==> src/design/ubef_pkg.sv <==
// shared payload types and descriptor constants for the bulk endpoint finder
package ubef_pkg;

	typedef struct packed {
		logic [7:0] desc_byte;
		logic       last_byte;
	} in_item_t;

	typedef struct packed {
		logic       found;
		logic [7:0] interface_number;
		logic [7:0] out_endpoint;
		logic [7:0] in_endpoint;
	} out_item_t;

	localparam logic [7:0] PREF_CLASS_RESET = 8'd8;

	localparam logic [7:0] DESC_TYPE_INTERFACE = 8'd4;
	localparam logic [7:0] DESC_TYPE_ENDPOINT  = 8'd5;
	localparam logic [7:0] MIN_DESC_LEN        = 8'd2;
	localparam logic [7:0] MIN_IF_LEN          = 8'd9;
	localparam logic [7:0] MIN_EP_LEN          = 8'd7;

	localparam logic [7:0] OFS_LENGTH      = 8'd0;
	localparam logic [7:0] OFS_TYPE        = 8'd1;
	localparam logic [7:0] OFS_FIELD_TWO   = 8'd2;
	localparam logic [7:0] OFS_FIELD_THREE = 8'd3;
	localparam logic [7:0] OFS_FIELD_FIVE  = 8'd5;

	localparam logic [1:0] XFER_TYPE_BULK = 2'd2;
	localparam int         EP_DIR_BIT     = 7;

endpackage

==> src/design/ubef_parser.sv <==
// descriptor walker: parse state registers and per-byte next-state logic
module ubef_parser (
	input  logic               clk,
	input  logic               arst_n,
	input  logic               fire,
	input  ubef_pkg::in_item_t item,
	input  logic [7:0]         pref_class,
	output ubef_pkg::out_item_t result
);

	typedef struct packed {
		logic [7:0] byte_offset;
		logic [7:0] desc_length;
		logic [7:0] desc_type;
		logic [7:0] field_two;
		logic [7:0] field_three;
		logic [7:0] field_five;
		logic       halted;
		logic       have_interface;
		logic [7:0] current_interface;
		logic [7:0] current_class;
		logic       pref_found;
		logic [7:0] pref_interface;
		logic [7:0] pref_out;
		logic [7:0] pref_in;
		logic       fallback_valid;
		logic [7:0] fallback_interface;
		logic [7:0] fallback_out;
		logic [7:0] fallback_in;
	} parse_state_t;

	parse_state_t st_q;
	parse_state_t nxt;

	always_comb begin
		logic       is_out;
		logic [7:0] b;
		b      = item.desc_byte;
		nxt    = st_q;
		is_out = 1'b0;
		if (!st_q.halted) begin
			if (st_q.byte_offset == ubef_pkg::OFS_LENGTH) begin
				nxt.desc_length = b;
				if (b < ubef_pkg::MIN_DESC_LEN) begin
					nxt.halted = 1'b1;
				end else begin
					nxt.byte_offset = ubef_pkg::OFS_TYPE;
				end
			end else begin
				case (st_q.byte_offset)
					ubef_pkg::OFS_TYPE:        nxt.desc_type   = b;
					ubef_pkg::OFS_FIELD_TWO:   nxt.field_two   = b;
					ubef_pkg::OFS_FIELD_THREE: nxt.field_three = b;
					ubef_pkg::OFS_FIELD_FIVE:  nxt.field_five  = b;
					default: ;
				endcase
				if ({1'b0, st_q.byte_offset} + 9'd1 == {1'b0, st_q.desc_length}) begin
					// descriptor complete: act on it
					nxt.byte_offset = ubef_pkg::OFS_LENGTH;
					is_out = !nxt.field_two[ubef_pkg::EP_DIR_BIT];
					if (nxt.desc_type == ubef_pkg::DESC_TYPE_INTERFACE &&
					    st_q.desc_length >= ubef_pkg::MIN_IF_LEN) begin
						nxt.have_interface    = 1'b1;
						nxt.current_interface = nxt.field_two;
						nxt.current_class     = nxt.field_five;
					end else if (nxt.desc_type == ubef_pkg::DESC_TYPE_ENDPOINT &&
					             st_q.desc_length >= ubef_pkg::MIN_EP_LEN &&
					             st_q.have_interface &&
					             nxt.field_three[1:0] == ubef_pkg::XFER_TYPE_BULK) begin
						if (st_q.current_class == pref_class) begin
							if (is_out && !st_q.pref_found) begin
								nxt.pref_interface = st_q.current_interface;
								nxt.pref_out       = nxt.field_two;
								nxt.pref_found     = 1'b1;
							end else if (!is_out && st_q.pref_found &&
							             st_q.pref_interface == st_q.current_interface &&
							             st_q.pref_in == 8'd0) begin
								nxt.pref_in = nxt.field_two;
							end
						end
						if (!st_q.fallback_valid && is_out) begin
							nxt.fallback_interface = st_q.current_interface;
							nxt.fallback_out       = nxt.field_two;
							nxt.fallback_valid     = 1'b1;
						end else if (!is_out && st_q.fallback_valid &&
						             st_q.fallback_interface == st_q.current_interface &&
						             st_q.fallback_in == 8'd0) begin
							nxt.fallback_in = nxt.field_two;
						end
					end
				end else begin
					nxt.byte_offset = st_q.byte_offset + 8'd1;
				end
			end
		end
	end

	// result reflects the state after this byte has been taken
	always_comb begin
		if (nxt.pref_found) begin
			result.found            = 1'b1;
			result.interface_number = nxt.pref_interface;
			result.out_endpoint     = nxt.pref_out;
			result.in_endpoint      = nxt.pref_in;
		end else if (nxt.fallback_valid) begin
			result.found            = 1'b1;
			result.interface_number = nxt.fallback_interface;
			result.out_endpoint     = nxt.fallback_out;
			result.in_endpoint      = nxt.fallback_in;
		end else begin
			result = '0;
		end
	end

	always_ff @(posedge clk or negedge arst_n) begin
		if (!arst_n) begin
			st_q <= '0;
		end else if (fire) begin
			if (item.last_byte) begin
				st_q <= '0;
			end else begin
				st_q <= nxt;
			end
		end
	end

endmodule

==> src/design/usb_bulk_endpoint_finder.sv <==
// top level: input register, config register, parser and result register
// the result register loads when the last item of a set leaves the input register
// throughput: one item per cycle while no last item waits; the parser takes each
//   item from the input register and the result register drains independently
// an item flagged last is held in the input register only while the result
//   register is full and not being taken
// reset clears all parse state and sets preferred_class to 8 (mass storage)
module usb_bulk_endpoint_finder (
	input  logic                clk,
	input  logic                arst_n,
	input  logic                in_valid,
	output logic                in_ready,
	input  ubef_pkg::in_item_t  in_data,
	output logic                out_valid,
	input  logic                out_ready,
	output ubef_pkg::out_item_t out_data,
	input  logic                cfg_wr_en,
	input  logic [7:0]          cfg_wr_data
);

	// config register
	logic [7:0] pref_class_q;

	// input register
	logic               valid_s1;
	ubef_pkg::in_item_t item_s1;

	// result register
	logic                out_valid_q;
	ubef_pkg::out_item_t out_data_q;

	logic                out_free;
	logic                fire;
	ubef_pkg::out_item_t result;

	// result slot can take a new item if empty or being drained this cycle
	assign out_free = !out_valid_q || out_ready;
	// a non-last item produces no result so it never waits on the output side
	assign fire     = valid_s1 && (!item_s1.last_byte || out_free);
	assign in_ready = !valid_s1 || fire;

	always_ff @(posedge clk or negedge arst_n) begin
		if (!arst_n) begin
			pref_class_q <= ubef_pkg::PREF_CLASS_RESET;
		end else if (cfg_wr_en) begin
			pref_class_q <= cfg_wr_data;
		end
	end

	always_ff @(posedge clk or negedge arst_n) begin
		if (!arst_n) begin
			valid_s1 <= 1'b0;
		end else if (in_ready) begin
			valid_s1 <= in_valid;
		end
	end

	always_ff @(posedge clk) begin
		if (in_ready && in_valid) begin
			item_s1 <= in_data;
		end
	end

	ubef_parser u_parser (
		.clk        (clk),
		.arst_n     (arst_n),
		.fire       (fire),
		.item       (item_s1),
		.pref_class (pref_class_q),
		.result     (result)
	);

	// result register loads when the last item of a set is processed
	always_ff @(posedge clk or negedge arst_n) begin
		if (!arst_n) begin
			out_valid_q <= 1'b0;
		end else if (fire && item_s1.last_byte) begin
			out_valid_q <= 1'b1;
		end else if (out_ready) begin
			out_valid_q <= 1'b0;
		end
	end

	always_ff @(posedge clk) begin
		if (fire && item_s1.last_byte) begin
			out_data_q <= result;
		end
	end

	assign out_valid = out_valid_q;
	assign out_data  = out_data_q;

	// empty input register always takes an item
	a_ready_when_empty: assert property (@(posedge clk) disable iff (!arst_n)
		!valid_s1 |-> in_ready)
		else $error("input register empty but not ready");

	// processing a last item always yields a result next cycle
	a_last_gives_result: assert property (@(posedge clk) disable iff (!arst_n)
		(fire && item_s1.last_byte) |=> out_valid_q)
		else $error("last item processed without result");

	// a last item may not overwrite a result that is still waiting
	a_no_overwrite: assert property (@(posedge clk) disable iff (!arst_n)
		(out_valid_q && !out_ready && valid_s1 && item_s1.last_byte) |-> !fire)
		else $error("pending result overwritten");

	// nothing found means all fields zero
	a_empty_result: assert property (@(posedge clk) disable iff (!arst_n)
		(out_valid_q && !out_data_q.found) |->
		(out_data_q.interface_number == 8'd0 && out_data_q.out_endpoint == 8'd0 &&
		 out_data_q.in_endpoint == 8'd0))
		else $error("non-zero fields without a found endpoint");

	// a chosen out endpoint has its direction bit clear
	a_out_direction: assert property (@(posedge clk) disable iff (!arst_n)
		(out_valid_q && out_data_q.found) |->
		!out_data_q.out_endpoint[ubef_pkg::EP_DIR_BIT])
		else $error("chosen out endpoint has in direction");

endmodule

==> config.mk <==
export PLATFORM = sky130hd
export DESIGN_NAME = usb_bulk_endpoint_finder
export DESIGN_NICKNAME = d
export VERILOG_FILES = /design/src/design/ubef_pkg.sv /design/src/design/ubef_parser.sv /design/src/design/usb_bulk_endpoint_finder.sv
export SDC_FILE = /design/constraint.sdc
export NUM_CORES = 1
export LEC_CHECK = 0
export BUFFER_PORTS_ARGS = -buffer_cell sky130_fd_sc_hd__buf_2
export CAP_MARGIN = 20
export CORE_UTILIZATION = 25
export DETAILED_ROUTE_END_ITERATION = 10
export SLEW_MARGIN = 20
export SYNTH_ARGS = -nofsm -noshare
export SYNTH_HDL_FRONTEND = slang
export SYNTH_SLANG_ARGS = --single-unit
==> constraint.sdc <==
create_clock -name clk -period 6.5 [get_ports clk]
set_clock_uncertainty 0.1 [all_clocks]
set_input_delay 0.65 -clock clk [delete_from_list [all_inputs] [get_ports clk]]
set_output_delay 0.65 -clock clk [all_outputs]
set_load 0.1 [all_outputs]
---- After elaboration in Yosys (flattened, before gate mapping) ----
Cells that the tools add are included.
word-level totals
  register bits ........................... 154
  input bits .............................. 22
  output and inout port bits .............. 27
  word-level logic and storage cells ...... 116
operators by class
  $add $sub $neg .......................... 2
  $lt $le $gt $ge ......................... 3
  eq/ne operators ......................... 14
  mux-type cells .......................... 35
  reductions and logical operators ........ 35
operator list
  operator                                                                      count
  116-bit 2-to-1 mux                                                            2
  8-bit 2-to-1 mux                                                              18
  67-bit 2-to-1 mux                                                             2
  50-bit 2-to-1 mux                                                             2
  17-bit 2-to-1 mux                                                             3
  25-bit 2-to-1 mux                                                             2
  32-bit 2-to-1 mux                                                             1
  8-bit by 3-bit == test with 1-bit output, second input constant               3
  8-bit == test                                                                 3
  8-bit logical NOT                                                             3
  24-bit 2-to-1 mux                                                             1
  8-bit by 2-bit == test with 1-bit output, second input constant               2
  1-bit logical AND                                                             15
  8-bit by 1-bit adder with 9-bit output, second input constant                 1
  9-bit by 8-bit == test with 1-bit output                                      1
  3-bit AND reduction                                                           3
  8-bit by 1-bit adder with 8-bit output, second input constant                 1
  8-bit by 1-bit == test with 1-bit output, second input constant               1
  8-bit by 3-bit >= comparator with 1-bit output, second input constant         1
  8-bit by 4-bit >= comparator with 1-bit output, second input constant         1
  8-bit by 2-bit less-than comparator with 1-bit output, second input constant  1
  2-bit nonzero test                                                            4
  1-bit logical NOT                                                             6
  5-bit AND reduction                                                           1
  5 further kinds                                                               11

---- Longest topological paths before layout ----
  word-level depth ........................ 17
  gate-level depth with buffers ........... 11
  depth with buffers taken out ............ 9

---- Cells and area by module ----
A second synthesis with hierarchy kept.
second synthesis, totals
  cell total of the unflattened synthesis .. 630
  area, all modules ....................... 7,516.0 um^2
by module, submodules not included
  module                    instances  cells an instance  area an instance (um^2)  sequential area each (um^2)
  ubef_parser               1          569                6,055.8                  2,752.6
  usb_bulk_endpoint_finder  1          61                 1,460.2                  1,272.5

---- Worst setup path before layout ----
No wires, ideal clock.
  kind .................................... flip-flop to flip-flop
  start ................................... reg out_valid_q (netlist: out_valid)
  end ..................................... reg item_s1[0] (netlist name) (enable)
  setup time .............................. 0.288 ns
  data arrival time ....................... 2.795 ns
  data required time ...................... 6.112 ns
  setup slack ............................. 3.317 ns
  stages on the path, launching flop included .. 3
  path buffers ............................ 0
  clock period less this slack ............ 3.183 ns
  cell sequence ........................... dfrtp_1 nand4b_1 and2_1
on the way
  longest elaborated chain between the ends .. 6
ends and longest elaborated chain
  what                    line                            source
  start, declared         usb_bulk_endpoint_finder.sv:29  logic out_valid_q;
  start signal, assigned  usb_bulk_endpoint_finder.sv:76  out_valid_q <= 1'b0;
  start signal, assigned  usb_bulk_endpoint_finder.sv:78  out_valid_q <= 1'b1;
  start signal, assigned  usb_bulk_endpoint_finder.sv:80  out_valid_q <= 1'b0;
  1-bit logical NOT       usb_bulk_endpoint_finder.sv:37  assign out_free = !out_valid_q || out_ready;
  1-bit logical OR        usb_bulk_endpoint_finder.sv:37
  1-bit logical OR        usb_bulk_endpoint_finder.sv:39  assign fire = valid_s1 && (!item_s1.last_byte || out_free);
  1-bit logical AND       usb_bulk_endpoint_finder.sv:39
  1-bit logical OR        usb_bulk_endpoint_finder.sv:40  assign in_ready = !valid_s1 || fire;
  via in_ready            usb_bulk_endpoint_finder.sv:12  output logic in_ready,
  1-bit logical AND       usb_bulk_endpoint_finder.sv:59  if (in_ready && in_valid) begin
  end signal, assigned    usb_bulk_endpoint_finder.sv:60  item_s1 <= in_data;
  end, declared           usb_bulk_endpoint_finder.sv:26  ubef_pkg::in_item_t item_s1;
The timed path passes the listed nets, and every way through them passes these cells.
A chain may end at the register's enable or synchronous reset.

==> results by group <==
Run status
  • Status: finished, violations left
  • Failing checks: design-rule violations

Floorplanning
  • Die width: 179 um
  • Initial core utilization: 0.255
  • Row Count: 64
  • Die ar.: 32,100 sq um
  • IO Count: 49
  • Core area: 30,700 sq um
  • Die height: 179 um

Clock tree
  • Clock Latency Late Sink: 0.45 ns
  • Setup bufs post-CTS: 0
  • CTS Sinks: 154
  • H-tree levels: 4
  • CTS Hold Bufs: 0
  • CTS root buffer: clkbuf_16
  • TritonCTS Buffers: 17
  • CTS resizes: 0
  • Worst-case clock buffer depth: 2
  • Clock transition at path regs: 0.07 ns
  • CTS tree: done

Route
  • WL per Instance: 18.3 um
  • Post-route ant nets: 0
  • Via count: 6,018
  • Drt first pass iters: 8
  • Final wirelength: 21,500 um
  • DRC viols: 6
  • Vias per std cell: 5.13
  • DR iter-0 viols: 472

Critical path
  • Startpoint class of the critical path: flip-flop
  • R2R setup slack: 2.31 ns
  • Worst path max stage delay: 0.72 ns
  • R2r worst-path depth: 7
  • Critical Path AT: 4.36 ns
  • Top cell by count, worst path: or4_1
  • Setup CP Type: reg2reg
  • Slowest cell on crit path: nand3_1
  • Worst-path cell chain: nor4_4 > nand3_1 > mux2i_1 > or4_1 > or4_1 > o21bai_1 > o2bb2ai_1
  • Worst r2r src: u_parser.st_q[111]
  • Crit Path Max Fanout: 16
  • Worst EP required: 6.67 ns
  • Setup crit end: out_data[6]
  • Worst Setup SP: u_parser.st_q[111]
  • CP Buf/Inv Count: 0
  • Worst setup EP type: flip-flop
  • CP top delay family: simple AND/OR/NAND/NOR gates
  • WP depth: 7
  • Reg2reg end: out_data[6]

Final layout
  • Area taken by multi-input logic gates: 3570 sq um
  • Final design utilization: 0.295
  • Layout cell share with drive strength beyond 1: 0.159
  • Fillers: 3,212
  • ANT cells: 0
  • Nets@finish: 791
  • Sequential cell area: 4030 sq um
  • Synth-to-Final Area Change: 15.5%

Place
  • Gpl congestion: 0.850
  • Dpl ws: 2.42 ns
  • I/O Buffers: 48
  • DP HPWL: 14,500 um

Global route
  • Wire length of the first global-routing pass: 34,300 um
  • Largest net degree at the start of global routing: 73
  • GR Util All Layers: 0.141
  • Grt ovf: 0
  • Initial antenna violation count: 0
  • Vias in the first global route: 5,861

Synth
  • Mapped Area: 7840 sq um
  • Share of the synthesized area in the top cell type: 0.380
  • Ys async rst share: 0.779
  • Synthesized instance count: 736
  • Predominant post-synthesis flop cell: dfrtp_1
  • Register bit total from synthesis: 154
  • EDFF count, synth: 34
  • Yosys warns: 0
  • Cell taking the most area after synthesis: dfrtp_1
  • Synth Net Count: 762
  • Synthesized area per cell: 10.6 sq um
  • Main area contributors after synthesis: dfrtp_1 38%, edfxtp_1 13%, mux2i_1 6.5%
  • Sequential share of the synthesized area: 0.514
  • Yosys cell types: 70

Timing
  • Hold Vio Cnt, Final: 0
  • RSZ-0062 raised after global routing: false
  • Final Worst Setup Slack: 2.31 ns
  • Final TNS setup: 0 ns
  • Finish-stage setup viols: 0
  • Rel. slew slack: 0.310
  • Final Cycle Share: 0.645
  • Worst Max-Slew Pin Slew: 1.01 ns
  • Final hold slack: 0.117 ns
  • Tmin final: 4.19 ns
  • Max frequency: 238 MHz
  • Slew Viols, Final: 0

Power
  • Int Pwr: 1.71 mW
  • Switching power: 0.645 mW
  • Switching Fraction: 0.274
  • Flop pwr share: 0.451
  • Clk pwr share: 0.441
  • Power Density: 260 nW/um^2
  • Leakage power: 3.94 nW
  • Combinational group share of total power: 0.108
  • Worst VDD drop: 0.000159 V

Min path
  • Hold Crit Class: in2async

Job
  • Max cap viols: 0
==> cell type report <==
type	count	share of cell area
inverter	11	0.00456
sequential	154	0.444
clock inverter	13	0.0184
tap	396	0.0547
timing repair buffer	58	0.0351
multi-input combinational	523	0.394
clock buffer	19	0.0489
==> sequential cells by signal, summed over array words and instances, names as in the netlist <==
register and count:
valid_s1 1, out_data 25, out_valid 1, pref_class_q 8, item_s1 9, u_parser.st_q 110
==> routing by layer <==
layer | GRT usage | up-vias | part of all wire
li1 | - | 2769 | -
met1 | 0.202 | 3025 | 0.48
met2 | 0.207 | 192 | 0.46
met3 | 0.0291 | 32 | 0.049
met4 | 0.0523 | 0 | 0.016
met5 | 0 | - | 0
==> layout by cell type, fill, tap and decap left out, types with 12 or more instances in the layout <==
cell and n:
and2_1 17, dfrtp_1 119, nor3_1 15, mux2_2 16, nand2_1 84, nand3_1 12
a21oi_1 14, nor2_1 29, clkbuf_16 17, buf_2 47, xor2_1 21, o21ai_0 83
edfxtp_1 34, mux2i_1 51, and3_1 14
==> synth_stat cells, types with 15 or more instances <==
library cell    n
nand2_1        84
mux2i_1        51
edfxtp_1       34
dfrtp_1       119
xor2_1         21
and2_1         17
nor3_1         15
mux2_2         16
clkbuf_1       32
o21ai_0        83
nor2_1         29
==> power by group through the flow <==
stage	combinational, mW	sequential [mW]	clock [mW]
after CTS	0.256	1.06	1.06
after global placement	0.254	1.08	0
after floorplan	0.143	1.11	0
after detailed placement	0.256	1.08	0
after global routing	0.278	1.07	1.10
final	0.255	1.06	1.04
==> worst reg2reg max path: stages (launching register included) <==
cell       delay (ns)
dfrtp_1          0.55
nor4_4           0.58
nand3_1          0.72
mux2i_1          0.40
or4_1            0.56
or4_1            0.70
o21bai_1         0.25
o2bb2ai_1        0.16
==> worst min path at each step <==
stage,to,from,slack [ns]
floorplan,out_valid,arst_n,0.25
global placement,u_parser.st_q[68],u_parser.st_q[68],0.36
detailed placement,u_parser.st_q[69],u_parser.st_q[69],0.37
CTS,u_parser.st_q[20],arst_n,0.14
global route,u_parser.st_q[20],arst_n,0.18
finish,u_parser.st_q[20],arst_n,0.12
==> stage by stage <==
step | area (sq um) | power, mW | std cells
global route | 9060 | 2.44 | 1174
detailed placement | 8450 | 1.34 | 1142
global placement | 8450 | 1.33 | 1142
floorplan | 7840 | 1.25 | 736
CTS | 9060 | 2.38 | 1174
finish | 9060 | 2.36 | 1174
==> kinds of logic after synthesis <==
kind of cell | share of synthesized area
AO/OA/AOI/OAI | 0.171
XOR/XNOR | 0.0386
adder cells (fa/ha/maj) | 0.00639
buffers and inverters | 0.0326
flip-flops | 0.514
multiplexers | 0.0881
AND/OR/NAND/NOR | 0.149
Power figures use the tool's default switching activity.
